### config.mk
export PLATFORM = sky130hd
export DESIGN_NAME = button_debouncer_long_press_unit
export DESIGN_NICKNAME = d
export VERILOG_FILES = /design/src/hw/rtl/bdlp_pkg.sv /design/src/hw/rtl/bdlp_step.sv /design/src/hw/rtl/button_debouncer_long_press_unit.sv
export SDC_FILE = /design/constraint.sdc
export NUM_CORES = 1
export LEC_CHECK = 0
export BUFFER_PORTS_ARGS = -buffer_cell sky130_fd_sc_hd__buf_4
export CAP_MARGIN = 20
export CELL_PAD_IN_SITES_DETAIL_PLACEMENT = 1
export CELL_PAD_IN_SITES_GLOBAL_PLACEMENT = 2
export CORE_ASPECT_RATIO = 0.5
export CORE_UTILIZATION = 36
export CTS_BUF_LIST = sky130_fd_sc_hd__clkbuf_4
export DETAILED_ROUTE_END_ITERATION = 10
export PLACE_DENSITY_LB_ADDON = 0.05
export SLEW_MARGIN = 10
export SYNTH_ARGS = -nofsm -noshare
export SYNTH_HDL_FRONTEND = slang
export SYNTH_SLANG_ARGS = --single-unit
### constraint.sdc
create_clock -name clk -period 8.9 [get_ports clk]
set_input_delay 1.78 -clock clk [delete_from_list [all_inputs] [get_ports clk]]
set_output_delay 1.78 -clock clk [all_outputs]
set_load 0.01 [all_outputs]
### src/hw/rtl/bdlp_pkg.sv
// Shared types, widths and register codes for the button debouncer with long-press detection.
`default_nettype none

package bdlp_pkg;

  localparam int COUNT_WIDTH = 8;
  localparam int TIME_WIDTH  = 32;

  localparam int NOW_W   = 32;
  localparam int THR_W   = 8;
  localparam int LPMS_W  = 16;
  localparam int CFG_IDX_W  = 2;
  localparam int CFG_DATA_W = 16;
  // Wide enough to compare the 8-bit counter against the 8-bit threshold.
  localparam int CMP_W   = 17;

  localparam logic [CFG_IDX_W-1:0] CFG_FILTER_MODE       = 2'd0;
  localparam logic [CFG_IDX_W-1:0] CFG_CONFIRM_THRESHOLD = 2'd1;
  localparam logic [CFG_IDX_W-1:0] CFG_LONG_PRESS_MS     = 2'd2;

  localparam logic             FILTER_MODE_RST       = 1'b1;
  localparam logic [THR_W-1:0] CONFIRM_THRESHOLD_RST = 8'd15;
  localparam logic [LPMS_W-1:0] LONG_PRESS_MS_RST    = 16'd1000;

  typedef logic [COUNT_WIDTH-1:0] count_t;
  typedef logic [TIME_WIDTH-1:0]  tstamp_t;

  typedef struct packed {
    logic              averaging;
    logic [THR_W-1:0]  threshold;
    logic [LPMS_W-1:0] long_ms;
  } bdlp_cfg_t;

  typedef struct packed {
    logic    pressed;
    count_t  count;
    logic    long_flag;
    tstamp_t start_ms;
  } bdlp_state_t;

  typedef struct packed {
    logic pressed;
    logic click;
    logic long_press;
  } bdlp_result_t;

endpackage

`default_nettype wire

### src/hw/rtl/bdlp_step.sv
// Next-state and result logic for one button sample.
`default_nettype none

module bdlp_step (
  input  bdlp_pkg::bdlp_state_t  state,
  input  bdlp_pkg::bdlp_cfg_t    cfg,
  input  logic                   level,
  input  logic [bdlp_pkg::NOW_W-1:0] now_ms,
  output bdlp_pkg::bdlp_state_t  state_nxt,
  output bdlp_pkg::bdlp_result_t result
);
  import bdlp_pkg::*;

  localparam count_t COUNT_MAX = '1;

  tstamp_t          now_t;
  tstamp_t          start_nxt;
  tstamp_t          elapsed;
  count_t           count_inc;
  logic             agree;
  logic             toggle;
  logic             click;
  logic [CMP_W-1:0] inc_wide;
  logic [CMP_W-1:0] thr_wide;

  assign now_t     = TIME_WIDTH'(now_ms);
  // A sample agrees when the pin shows what the debounced state expects.
  assign agree     = (state.pressed != level);
  assign count_inc = (state.count != COUNT_MAX) ? count_t'(state.count + 1'b1) : state.count;
  assign inc_wide  = CMP_W'(count_inc);
  assign thr_wide  = CMP_W'(cfg.threshold);
  assign toggle    = !agree && (inc_wide >= thr_wide);
  assign start_nxt = (toggle && !state.pressed && cfg.averaging) ? now_t : state.start_ms;
  assign elapsed   = tstamp_t'(now_t - start_nxt);

  always_comb begin
    state_nxt = state;
    click     = 1'b0;
    if (agree) begin
      if (cfg.averaging) begin
        if (state.count != '0) begin
          state_nxt.count = count_t'(state.count - 1'b1);
        end
      end else begin
        state_nxt.count = '0;
      end
    end else if (toggle) begin
      state_nxt.pressed = !state.pressed;
      state_nxt.count   = '0;
      if (cfg.averaging) begin
        state_nxt.long_flag = 1'b0;
      end
      if (!state.pressed) begin
        click = 1'b1;
        if (cfg.averaging) begin
          state_nxt.start_ms = now_t;
        end
      end
    end else begin
      state_nxt.count = count_inc;
    end

    // The long-press test sees the state after any toggle of this sample.
    if (cfg.averaging && state_nxt.pressed && !state_nxt.long_flag) begin
      if (elapsed > TIME_WIDTH'(cfg.long_ms)) begin
        state_nxt.long_flag = 1'b1;
      end
    end

    result.pressed    = state_nxt.pressed;
    result.click      = click;
    result.long_press = state_nxt.long_flag;
  end

endmodule

`default_nettype wire

### src/hw/rtl/button_debouncer_long_press_unit.sv
// Top level of the button debouncer with click pulse and long-press flag.
//
//   channel  direction  handshake            payload
//   in_      input      in_valid/in_ready    in_level, in_now_ms
//   out_     output     out_valid/out_ready  out_pressed, out_click, out_long_press
//   cfg_     input      cfg_valid/cfg_ready  cfg_index, cfg_data
//
// Each request is worked combinationally: its result is in the output register
// at the next edge, and a new request is taken every cycle unless the output stalls.
// in_ready falls only while a result waits and out_ready is low; the output
// register is the only stage, so throughput is one request per cycle while it is not stalled.
// Synchronous reset clears the debounce state and loads the register defaults.
// cfg_ready is always high; writes to an unused index are dropped.
`default_nettype none

module button_debouncer_long_press_unit (
  input  logic                             clk,
  input  logic                             rst_n,
  input  logic                             in_valid,
  output logic                             in_ready,
  input  logic                             in_level,
  input  logic [bdlp_pkg::NOW_W-1:0]       in_now_ms,
  output logic                             out_valid,
  input  logic                             out_ready,
  output logic                             out_pressed,
  output logic                             out_click,
  output logic                             out_long_press,
  input  logic                             cfg_valid,
  output logic                             cfg_ready,
  input  logic [bdlp_pkg::CFG_IDX_W-1:0]   cfg_index,
  input  logic [bdlp_pkg::CFG_DATA_W-1:0]  cfg_data
);
  import bdlp_pkg::*;

  bdlp_cfg_t    cfg_r;
  bdlp_state_t  state_r;
  bdlp_state_t  state_nxt;
  bdlp_result_t res_r;
  bdlp_result_t res_nxt;
  logic         out_valid_r;
  logic         in_take;

  assign in_ready  = !out_valid_r || out_ready;
  assign in_take   = in_valid && in_ready;
  assign cfg_ready = 1'b1;

  bdlp_step u_step (
    .state     (state_r),
    .cfg       (cfg_r),
    .level     (in_level),
    .now_ms    (in_now_ms),
    .state_nxt (state_nxt),
    .result    (res_nxt)
  );

  always_ff @(posedge clk) begin
    if (!rst_n) begin
      cfg_r.averaging <= FILTER_MODE_RST;
      cfg_r.threshold <= CONFIRM_THRESHOLD_RST;
      cfg_r.long_ms   <= LONG_PRESS_MS_RST;
    end else if (cfg_valid && cfg_ready) begin
      case (cfg_index)
        CFG_FILTER_MODE:       cfg_r.averaging <= cfg_data[0];
        CFG_CONFIRM_THRESHOLD: cfg_r.threshold <= cfg_data[THR_W-1:0];
        CFG_LONG_PRESS_MS:     cfg_r.long_ms   <= cfg_data[LPMS_W-1:0];
        default: ;
      endcase
    end
  end

  always_ff @(posedge clk) begin
    if (!rst_n) begin
      state_r     <= '0;
      out_valid_r <= 1'b0;
    end else begin
      if (in_take) begin
        state_r <= state_nxt;
      end
      if (in_take) begin
        out_valid_r <= 1'b1;
      end else if (out_ready) begin
        out_valid_r <= 1'b0;
      end
    end
  end

  always_ff @(posedge clk) begin
    if (in_take) begin
      res_r <= res_nxt;
    end
  end

  assign out_valid      = out_valid_r;
  assign out_pressed    = res_r.pressed;
  assign out_click      = res_r.click;
  assign out_long_press = res_r.long_press;

  a_click_pressed: assert property (@(posedge clk) disable iff (!rst_n)
    (out_valid_r && res_r.click) |-> res_r.pressed)
    else $error("click shown without a pressed state");

  a_take_fills: assert property (@(posedge clk) disable iff (!rst_n)
    in_take |=> (out_valid_r && (res_r.pressed == state_r.pressed)))
    else $error("accepted request did not reach the output register");

  a_scan_holds_long: assert property (@(posedge clk) disable iff (!rst_n)
    (in_take && !cfg_r.averaging) |=> $stable(state_r.long_flag))
    else $error("long-press flag moved in stable-scan mode");

  a_toggle_clears: assert property (@(posedge clk) disable iff (!rst_n)
    (in_take && (state_nxt.pressed != state_r.pressed)) |=> (state_r.count == '0))
    else $error("counter not cleared on a debounced toggle");

endmodule

`default_nettype wire

; Word level (Yosys, flattened, before mapping)
; Index checks and enable logic that the tools add are counted.
[op_classes]
add_sub_neg = 3
magnitude_cmp = 2
n_eq_ne = 5
muxes = 18
n_bitwise = 3
n_reduce_logical = 20
[op_table]
columns = cell, count
row1 = two-way mux 32 bit, 3
row2 = two-way mux 33 bit, 2
row3 = two-way mux 8 bit, 5
row4 = greater-than comparator 32 x 16 -> 1 bit, 1
row5 = subtractor 32 bit, 1
row6 = "adder 8 x 1 -> 8 bit, second input constant", 1
row7 = >= comparator 8 bit, 1
row8 = two-way mux 1 bit, 8
row9 = "!= test 8 bit, second input constant", 1
row10 = AND reduction 2 bit, 4
row11 = nonzero test 8 bit, 1
row12 = "subtractor 8 x 1 -> 8 bit, second input constant", 1
row13 = logical AND 1 bit, 6
row14 = AND reduction 5 bit, 1
row15 = logical NOT 1 bit, 4
row16 = "!= test 3 bit, second input constant", 1
row17 = NOT 1 bit, 3
row18 = "equality test 2 x 1 -> 1 bit, second input constant", 1
row19 = "equality test 2 bit, second input constant", 1
row20 = logical NOT 2 bit, 1
row21 = nonzero test 2 bit, 1
row22 = OR reduction 2 bit, 1
row23 = logical OR 1 bit, 1
row24 = != test 1 bit, 1
[totals]
regBits = 71
elab_cells = 62

; Longest topological paths before layout
; Gate-level depths: netlist of run 1.
[logic_depth]
word_depth = 11
mapped_depth = 32
ltp_nobuf = 31

; By module
; A second synthesis of run 1 with hierarchy kept.
[unflattened]
cells_unflattened = 788
area_unflattened_um2 = 6160.9
[modules_own_cells]
columns = mod, n_inst, cells_each, area_each_um2, seq_area_each_um2
row1 = bdlp_step, 1, 496, 3380.7, 0.0
row2 = button_debouncer_long_press_unit, 1, 292, 2780.2, 1451.4

; Least setup slack after synthesis of run 1
; No wires, ideal clock.
[synth_timing]
path_type = input to register
from = input in_level
to = register res_r (netlist bit out_long_press) (data pin)
setup_time_ps = 267
t_arrival_ps = 6937
required_ps = 8633
slack_ps = 1696
stages = 20
path_cell_list = inv_1 > ha_1 > a2111oi_0 > clkbuf_1 > mux2i_1 > fa_1 > a21o_1 > a221o_2 > a21oi_1 > nor2_1 > nor2_1 > xnor2_1 > ha_1 > nand4_1 > or4_1 > nand2_1 > o2111ai_1 > or4_1 > nor4_2 > o22ai_1
[synth_lines]
columns = element, line
row1 = start: declaration, button_debouncer_long_press_unit.sv:21  ; input logic in_level,
row2 = end signal: assignment, button_debouncer_long_press_unit.sv:89  ; res_r <= res_nxt;
row3 = end: declaration, button_debouncer_long_press_unit.sv:38  ; bdlp_result_t res_r;

==> impl_summary.txt, run 1 <==
----------------------------------------------------
[Status]
  Run status ... completed

[Timing]
  Final worst clock skew ... 0.02355 ns
  RSZ-0062 raised after global routing ... false
  Slew at the pin closest to its max-slew limit ... 1.081 ns
  Relative slew slack ... 27.62%
  Hold Violations, Final ... 0
  Final period utilization ... 84.52%
  Maximum clock rate ... 132.9 MHz
  Min cycle time layout ... 7.522 ns
  Setup TNS ... 0 ns
  Pins Over Slew Limit ... 0
  Setup-failing EPs final ... 0

[Final layout]
  Sequential Area ... 0.001451 mm2
  Final antenna diode count ... 0
  Final core utilization ... 42.02%
  Multi-input gate area ... 0.004088 mm2
  Total number of nets in the final design ... 914
  Fillers ... 1988
  Proportion of layout cells with a drive suffix above 1 ... 11.58%
  Fin cells ... 1024
  Area growth, synth to finish ... 11.90%

[GRT]
  Pin count of the biggest net entering global routing ... 70
  First-pass GRT wire length ... 28040 um
  Gr usage total ... 20.94%
  Vias in the first global route ... 5419
  Global route overflow ... 0
  Number of antenna violations at the first check in global routing ... 0

[Pwr]
  Sequential fraction of design power ... 22.9%
  Lkg Pwr ... 2.547 nW
  Switching part of the total power ... 46.94%
  Part of the power in the clock network ... 15.2%
  Power density over the cells ... 259.0 mW/mm2
  Gate power share ... 61.9%
  Worst VDD drop ... 0.09854 mV
  NetSw ... 0.8037 mW
  Internal power consumption ... 0.9085 mW

[Synthesis]
  Most frequently used flop master after synthesis ... dfxtp_1
  Count of synthesis-stage warnings from yosys ... 0
  Largest area contributor in the netlist ... dfxtp_1
  Post-Synthesis Net Count ... 882
  Biggest area contributors in the synthesized netlist ... dfxtp_1 (23%), ha_1 (12%), nand2_1 (9.6%), mux2i_1 (6.6%), a21boi_0 (5.7%)
  Register bit total from synthesis ... 71
  Post-synthesis sequential area ratio ... 24.57%
  Mean instance size in the synthesized netlist ... 7.713 um2
  Fraction of registers with async set/reset ... 0%
  Cell Area, Synth ... 0.005908 mm2
  Count of cell types in the netlist ... 67
  Number of enable flip-flop cells after synthesis ... 3
  Yosys top cell area share ... 23.04%
  Gate count after technology mapping ... 766

[Clock tree]
  Buffers inserted by post-CTS timing repair ... 0
  Clock latency at the later pin of the worst-skew pair ... 0.48 ns
  H-tree Lvls ... 3
  Maximum clock path buffer count ... 2
  Clk slew on worst S/H paths ... 0.14 ns
  Clock Root Buffer ... clkbuf_4
  Inserted Clock Buffers ... 9
  Number of sinks on the clock net ... 71
  Resized cells post-CTS ... 0
  TritonCTS clock tree ... done
  CTS Hold Bufs ... 0

[Floorplan]
  Core region area ... 0.01574 mm2
  Placement row count ... 32
  Height of the die ... 92.59 um
  # IOs ... 62
  Effective utilization at floorplan ... 37.55%
  Floorplan die area ... 0.01696 mm2
  Die width ... 183.2 um

[Placed design]
  Final weighted congestion in routability-driven placement ... 0.8330
  Post-detail-place hpwl ... 13050 um
  Post-placement cell count ... 1008
  I/O Buffers ... 60

[Drt]
  Overall routed net length ... 16820 um
  Count of vias placed by the detailed router ... 5486
  Final antenna-violating net count ... 0
  Iteration-0 DRC count of the detailed router ... 196
  Detailed-route wire length per cell ... 16.42 um
  Vias per Instance ... 5.357
  Pre-antenna DRT Iters ... 4
  DRC Markers ... 0

[Critical path]
  Crit Path Category ... reg -> reg
  Critical path data arrival time ... 7.76 ns
  WP data required ... 9.14 ns
  Maximum fanout encountered on the critical timing path ... 32
  Startpoint types ... flop
  Setup crit end kind ... flop
  Crit path largest cell delay ... 0.56 ns
  Most Frequent Cell on Critical Path ... ha_1
  Cell with the largest stage delay on the worst path ... or4_1

[Run]
  Max capacitance violation total ... 0

[Worst hold path]
  Worst Hold Class ... reg -> reg

----------------------------------------------------
## power by group through the flow
stage          sequential, mW  combinational [mW]  clock [mW]
4_1_cts                 0.393                1.06       0.275
5_1_grt                 0.400                1.19       0.286
3_5_place_dp            0.400                1.06           0
6_report                0.393                1.06       0.260
3_3_place_gp            0.398                1.05           0
2_1_floorplan           0.387               0.817           0
## metrics by stage
| step | hold WS (ns) | total power, mW | area [um2] | setup WS [ns] |
|---|---|---|---|---|
| after floorplan | 0.4369 | 1.205 | 5908 | 1.696 |
| after global placement | 0.4459 | 1.445 | 6442 | 1.622 |
| after detailed placement | 0.4549 | 1.458 | 6442 | 1.378 |
| after CTS | 0.4753 | 1.729 | 6611 | 1.344 |
| after global routing | 0.5020 | 1.876 | 6611 | 0.8288 |
| final | 0.4734 | 1.712 | 6611 | 1.378 |
## flip-flops by register name, summed over array words and instances, names as in the netlist
register,cells
cfg_r,25
out_click,1
out_long_press,1
out_pressed,1
out_valid,1
state_r,42
## final cells by class
class	count	area share [%]
clock buffer	9	1.022
inverter	41	2.328
multi-input combinational	612	61.83
sequential	71	21.95
timing repair buffer	63	7.154
clock inverter	7	1.533
tap	221	4.182
## placed cells by master, fill, tap and decap left out, drive strengths merged, types with 4 or more instances in the layout
cell type    n
o21a         5
o21ai       34
nand4       19
and3         5
nor2b       14
xor2         9
nor2        36
nand2b       4
a21boi      45
a31oi        8
nand3       17
a22oi        5
or4          4
dfxtp       68
a211oi       5
nand2      151
xnor2       18
nor4         5
inv         45
a21oi       47
ha          59
buf         63
a21o        11
o211ai       9
nor3         8
clkbuf       9
o21bai       8
mux2i       39
## worst max-delay path: cells and delay by family, from the launching register on
| family | cells | cell delay [ns] |
|---|---|---|
| XOR/XNOR | 2 | 0.31 |
| buffers and inverters | 2 | 0.60 |
| AND/OR/NAND/NOR | 11 | 2.41 |
| multiplexers | 1 | 0.27 |
| flip-flops | 1 | 0.46 |
| adder cells (fa/ha/maj) | 5 | 1.38 |
| AO/OA/AOI/OAI | 9 | 1.86 |
## cells in the mapped netlist, types with 8 or more instances
library cell and number:
nand2_1 151, dfxtp_1 68, ha_1 59, a21oi_1 46, a21boi_0 45, inv_1 40
mux2i_1 39, nor2_1 36, o21ai_0 32, clkbuf_1 25, nand4_1 19, xnor2_1 18
nand3_1 16, nor2b_1 14, a21o_1 11, buf_2 10, o211ai_1 9, xor2_1 9
a31oi_1 8, nor3_1 8, o21bai_1 8
## kinds of logic after synthesis
logic type / count (synthesis) / share of synthesized area (%)
flip-flops: 71 / 24.57
AO/OA/AOI/OAI: 207 / 23.80
multiplexers: 41 / 6.988
buffers and inverters: 83 / 6.353
other: 1 / 0.06347
adder cells (fa/ha/maj): 60 / 12.83
XOR/XNOR: 27 / 4.003
AND/OR/NAND/NOR: 276 / 21.39
## per-layer routing
metal / GRT usage, % / part of all wire [%] / vias to the layer above
met5: 0 / 0 / -
met1: 30.07 / 54 / 2627
met2: 32.03 / 41 / 71
met3: 4.365 / 3.5 / 11
li1: - / - / 2777
met4: 4.097 / 0.67 / 0
## final timing paths
kind | start | to | slack, ns | depth (start not counted)
hold / removal | state_r[21] | state_r[21] | 0.47 | 2
hold reg to reg | state_r[21] | state_r[21] | 0.47 | 2
setup / recovery | state_r[33] | out_long_press | 1.38 | 30
setup reg to reg | state_r[33] | out_long_press | 1.38 | 30
Note: power is estimated with default switching activity, not from simulation.
==> inputs of run 2 (changes only) <==
--- a/config.mk
+++ b/config.mk
@@ -10,7 +10,7 @@
 export CELL_PAD_IN_SITES_DETAIL_PLACEMENT = 1
 export CELL_PAD_IN_SITES_GLOBAL_PLACEMENT = 2
 export CORE_ASPECT_RATIO = 0.5
-export CORE_UTILIZATION = 36
+export CORE_UTILIZATION = 33
 export CTS_BUF_LIST = sky130_fd_sc_hd__clkbuf_4
 export DETAILED_ROUTE_END_ITERATION = 10
 export PLACE_DENSITY_LB_ADDON = 0.05
==> constraint.sdc (replaced) <==
create_clock -name clk -period 6.45 [get_ports clk]
set_input_delay 1.29 -clock clk [delete_from_list [all_inputs] [get_ports clk]]
set_output_delay 1.29 -clock clk [all_outputs]
set_load 0.01 [all_outputs]
==> impl_summary.txt, run 2 (same netlist as run 1, synthesis figures left out) <==
----------------------------------------------------
[Timing]
  Slew at the pin closest to its max-slew limit ... 0.8403 ns (-0.2403 ns)
  Final worst hold slack ... 0.4728 ns (-0.0006010 ns)
  Final period utilization ... 99.49% (+15 points)
  Pins Over Slew Limit ... 0 (unchanged)
  Maximum clock rate ... 155.8 MHz (+17%)
  RSZ-0062 raised after global routing ... true
  Relative slew slack ... 43.82% (+16 points)
  Hold Violations, Final ... 0 (unchanged)
  Final worst clock skew ... 0.02268 ns (-0.0008636 ns)
  Setup TNS ... 0 ns (unchanged)
  Min cycle time layout ... 6.417 ns (-1.105 ns)
  Setup-failing EPs final ... 0 (unchanged)

[Status]
  Run status ... completed

[Pwr]
  Lkg Pwr ... 2.873 nW (+13%)
  Worst VDD drop ... 0.1261 mV (+28%)
  Internal power consumption ... 1.386 mW (+53%)
  Sum of internal, switching and leakage power ... 2.571 mW (+50%)
  Sequential fraction of design power ... 20.7% (-2.2 points)
  Gate power share ... 67.2% (+5.3 points)
  Part of the power in the clock network ... 12.2% (-3.0 points)
  Power density over the cells ... 356.4 mW/mm2 (+38%)
  NetSw ... 1.185 mW (+47%)
  Switching part of the total power ... 46.10% (-0.84 points)

[GRT]
  Pin count of the biggest net entering global routing ... 70 (unchanged)
  Vias in the first global route ... 5699 (+5.2%)
  First-pass GRT wire length ... 29880 um (+6.6%)
  Global route overflow ... 0 (unchanged)
  Gr usage total ... 20.48% (-0.46 points)
  Number of antenna violations at the first check in global routing ... 0 (unchanged)

[Floorplan]
  Floorplan die area ... 0.01848 mm2 (+8.9%)
  # IOs ... 62 (unchanged)
  Height of the die ... 96.62 um (+4.4%)
  Placement row count ... 34 (+6.3%)
  Die width ... 191.2 um (+4.4%)
  Effective utilization at floorplan ... 33.87% (-3.7 points)
  Core region area ... 0.01744 mm2 (+11%)

[Clock tree]
  Number of sinks on the clock net ... 71 (unchanged)
  H-tree Lvls ... 3 (unchanged)
  Clk slew on worst S/H paths ... 0.15 ns (about the same)
  CTS Hold Bufs ... 0 (unchanged)
  Inserted Clock Buffers ... 9 (unchanged)
  Clock Root Buffer ... clkbuf_4
  Maximum clock path buffer count ... 2 (unchanged)
  TritonCTS clock tree ... done
  Clock latency at the later pin of the worst-skew pair ... 0.48 ns (about the same)

[Placed design]
  Final weighted congestion in routability-driven placement ... 0.8351 (+0.25%)
  Total cell area at the placement stage ... 0.006824 mm2 (+5.9%)
  Post-detail-place hpwl ... 14220 um (+8.9%)
  I/O Buffers ... 60 (unchanged)

[Drt]
  Iteration-0 DRC count of the detailed router ... 236 (+20%)
  Pre-antenna DRT Iters ... 4 (unchanged)
  Vias per Instance ... 5.175 (-3.4%)
  Overall routed net length ... 18220 um (+8.3%)
  Count of vias placed by the detailed router ... 5667 (+3.3%)
  Final antenna-violating net count ... 0 (unchanged)
  DRC Markers ... 0 (unchanged)
  Detailed-route wire length per cell ... 16.64 um (+1.3%)

[Run]
  Max capacitance violation total ... 0 (unchanged)

[Final layout]
  Final antenna diode count ... 0 (unchanged)
  Top register by number of flip-flops ... state_r
  Flip-flop count of the largest register, all copies and words added ... 42 (unchanged)
  Largest registers ... state_r x42, cfg_r x25
  Sequential Area ... 0.001455 mm2 (+0.26%)
  Area growth, synth to finish ... 22.09%
  Fillers ... 2149 (+8.1%)
  Highest-count cells in the layout ignoring fill and taps ... nand2_1 (149), buf_4 (119), dfxtp_1 (65)
  Most common cell after layout, fill and taps aside ... nand2_1
  Proportion of layout cells with a drive suffix above 1 ... 20.67% (+9.1 points)
  Final core utilization ... 41.36% (-0.66 points)
  Total number of nets in the final design ... 972 (+6.3%)
  Final Cell Area ... 0.007213 mm2 (+9.1%)
  Multi-input gate area ... 0.004249 mm2 (+3.9%)

[Critical path]
  Maximum fanout encountered on the critical timing path ... 6 (-81%)
  Critical path data arrival time ... 6.66 ns (-1.10 ns)
  Crit path largest cell delay ... 0.53 ns (-0.03 ns)
  Setup crit end kind ... flop
  Crit Path Category ... reg -> reg
  Buffers plus inverters on the worst setup path ... 3 (+1)
  Kind of cell with the highest combined delay on the critical path ... simple AND/OR/NAND/NOR gates
  WP data required ... 6.69 ns (-2.45 ns)
  Startpoint types ... flop
  Most Frequent Cell on Critical Path ... ha_1
  Cell with the largest stage delay on the worst path ... or4_4

[Worst hold path]
  Worst Hold Class ... reg -> reg

----------------------------------------------------
-- run 2: per-layer routing --
layer  GRT usage (%)  routed length [um]  part of all wire (%)
met1           30.85                9996                    55
met2           30.18                7462                    41
met3           3.810                 640                   3.5
met4           3.480                 122                  0.67
met5               0                   0                     0
-- run 2: power groups by stage --
stage / logic, mW / registers, mW / clock network [mW]
global route: 1.93 / 0.539 / 0.352
CTS: 1.65 / 0.526 / 0.331
detailed placement: 1.62 / 0.535 / 0
floorplan: 1.14 / 0.535 / 0
finish: 1.73 / 0.531 / 0.313
global placement: 1.61 / 0.534 / 0
-- run 2: layout make-up --
type,count,area share [%]
Multi-Input combinational cell,612,58.91
Sequential cell,71,20.17
Timing Repair Buffer,121,12.80
Tap cell,234,4.059
Inverter,41,2.134
Clock inverter,7,0.9887
Clock buffer,9,0.9367
-- run 2: worst register-to-register path, delay by kind of cell (launching register included) --
family / cells / cell delay [ns]
compound gates: 9 / 1.85
xor+xnor: 2 / 0.27
fa+ha+maj: 4 / 0.99
buf+inv: 3 / 0.43
flops: 1 / 0.38
mux: 1 / 0.18
simple gates: 11 / 2.08
-- run 2: timing repair --
item	in CTS	in global routing
resized for setup	8	30
endpoints found under the setup margin	2	2
pin swaps	3	23
buffers inserted	1	10
-- run 2: stage by stage --
stage / setup slack, ns / cells
global placement: -0.1585 / 1068
detailed placement: -0.3038 / 1068
finish: 0.03303 / 1095
CTS: 0.02159 / 1085
global route: -0.3176 / 1095
floorplan: 0.01849 / 766
-- run 2: path summary, 6_finish.rpt --
| path | start | to | slack, ns | cells after the start |
|---|---|---|---|---|
| max | state_r[34] | out_long_press | 0.03 | 30 |
| min | state_r[10] | state_r[10] | 0.47 | 2 |
| max reg2reg | state_r[34] | out_long_press | 0.03 | 30 |
| min reg2reg | state_r[10] | state_r[10] | 0.47 | 2 |
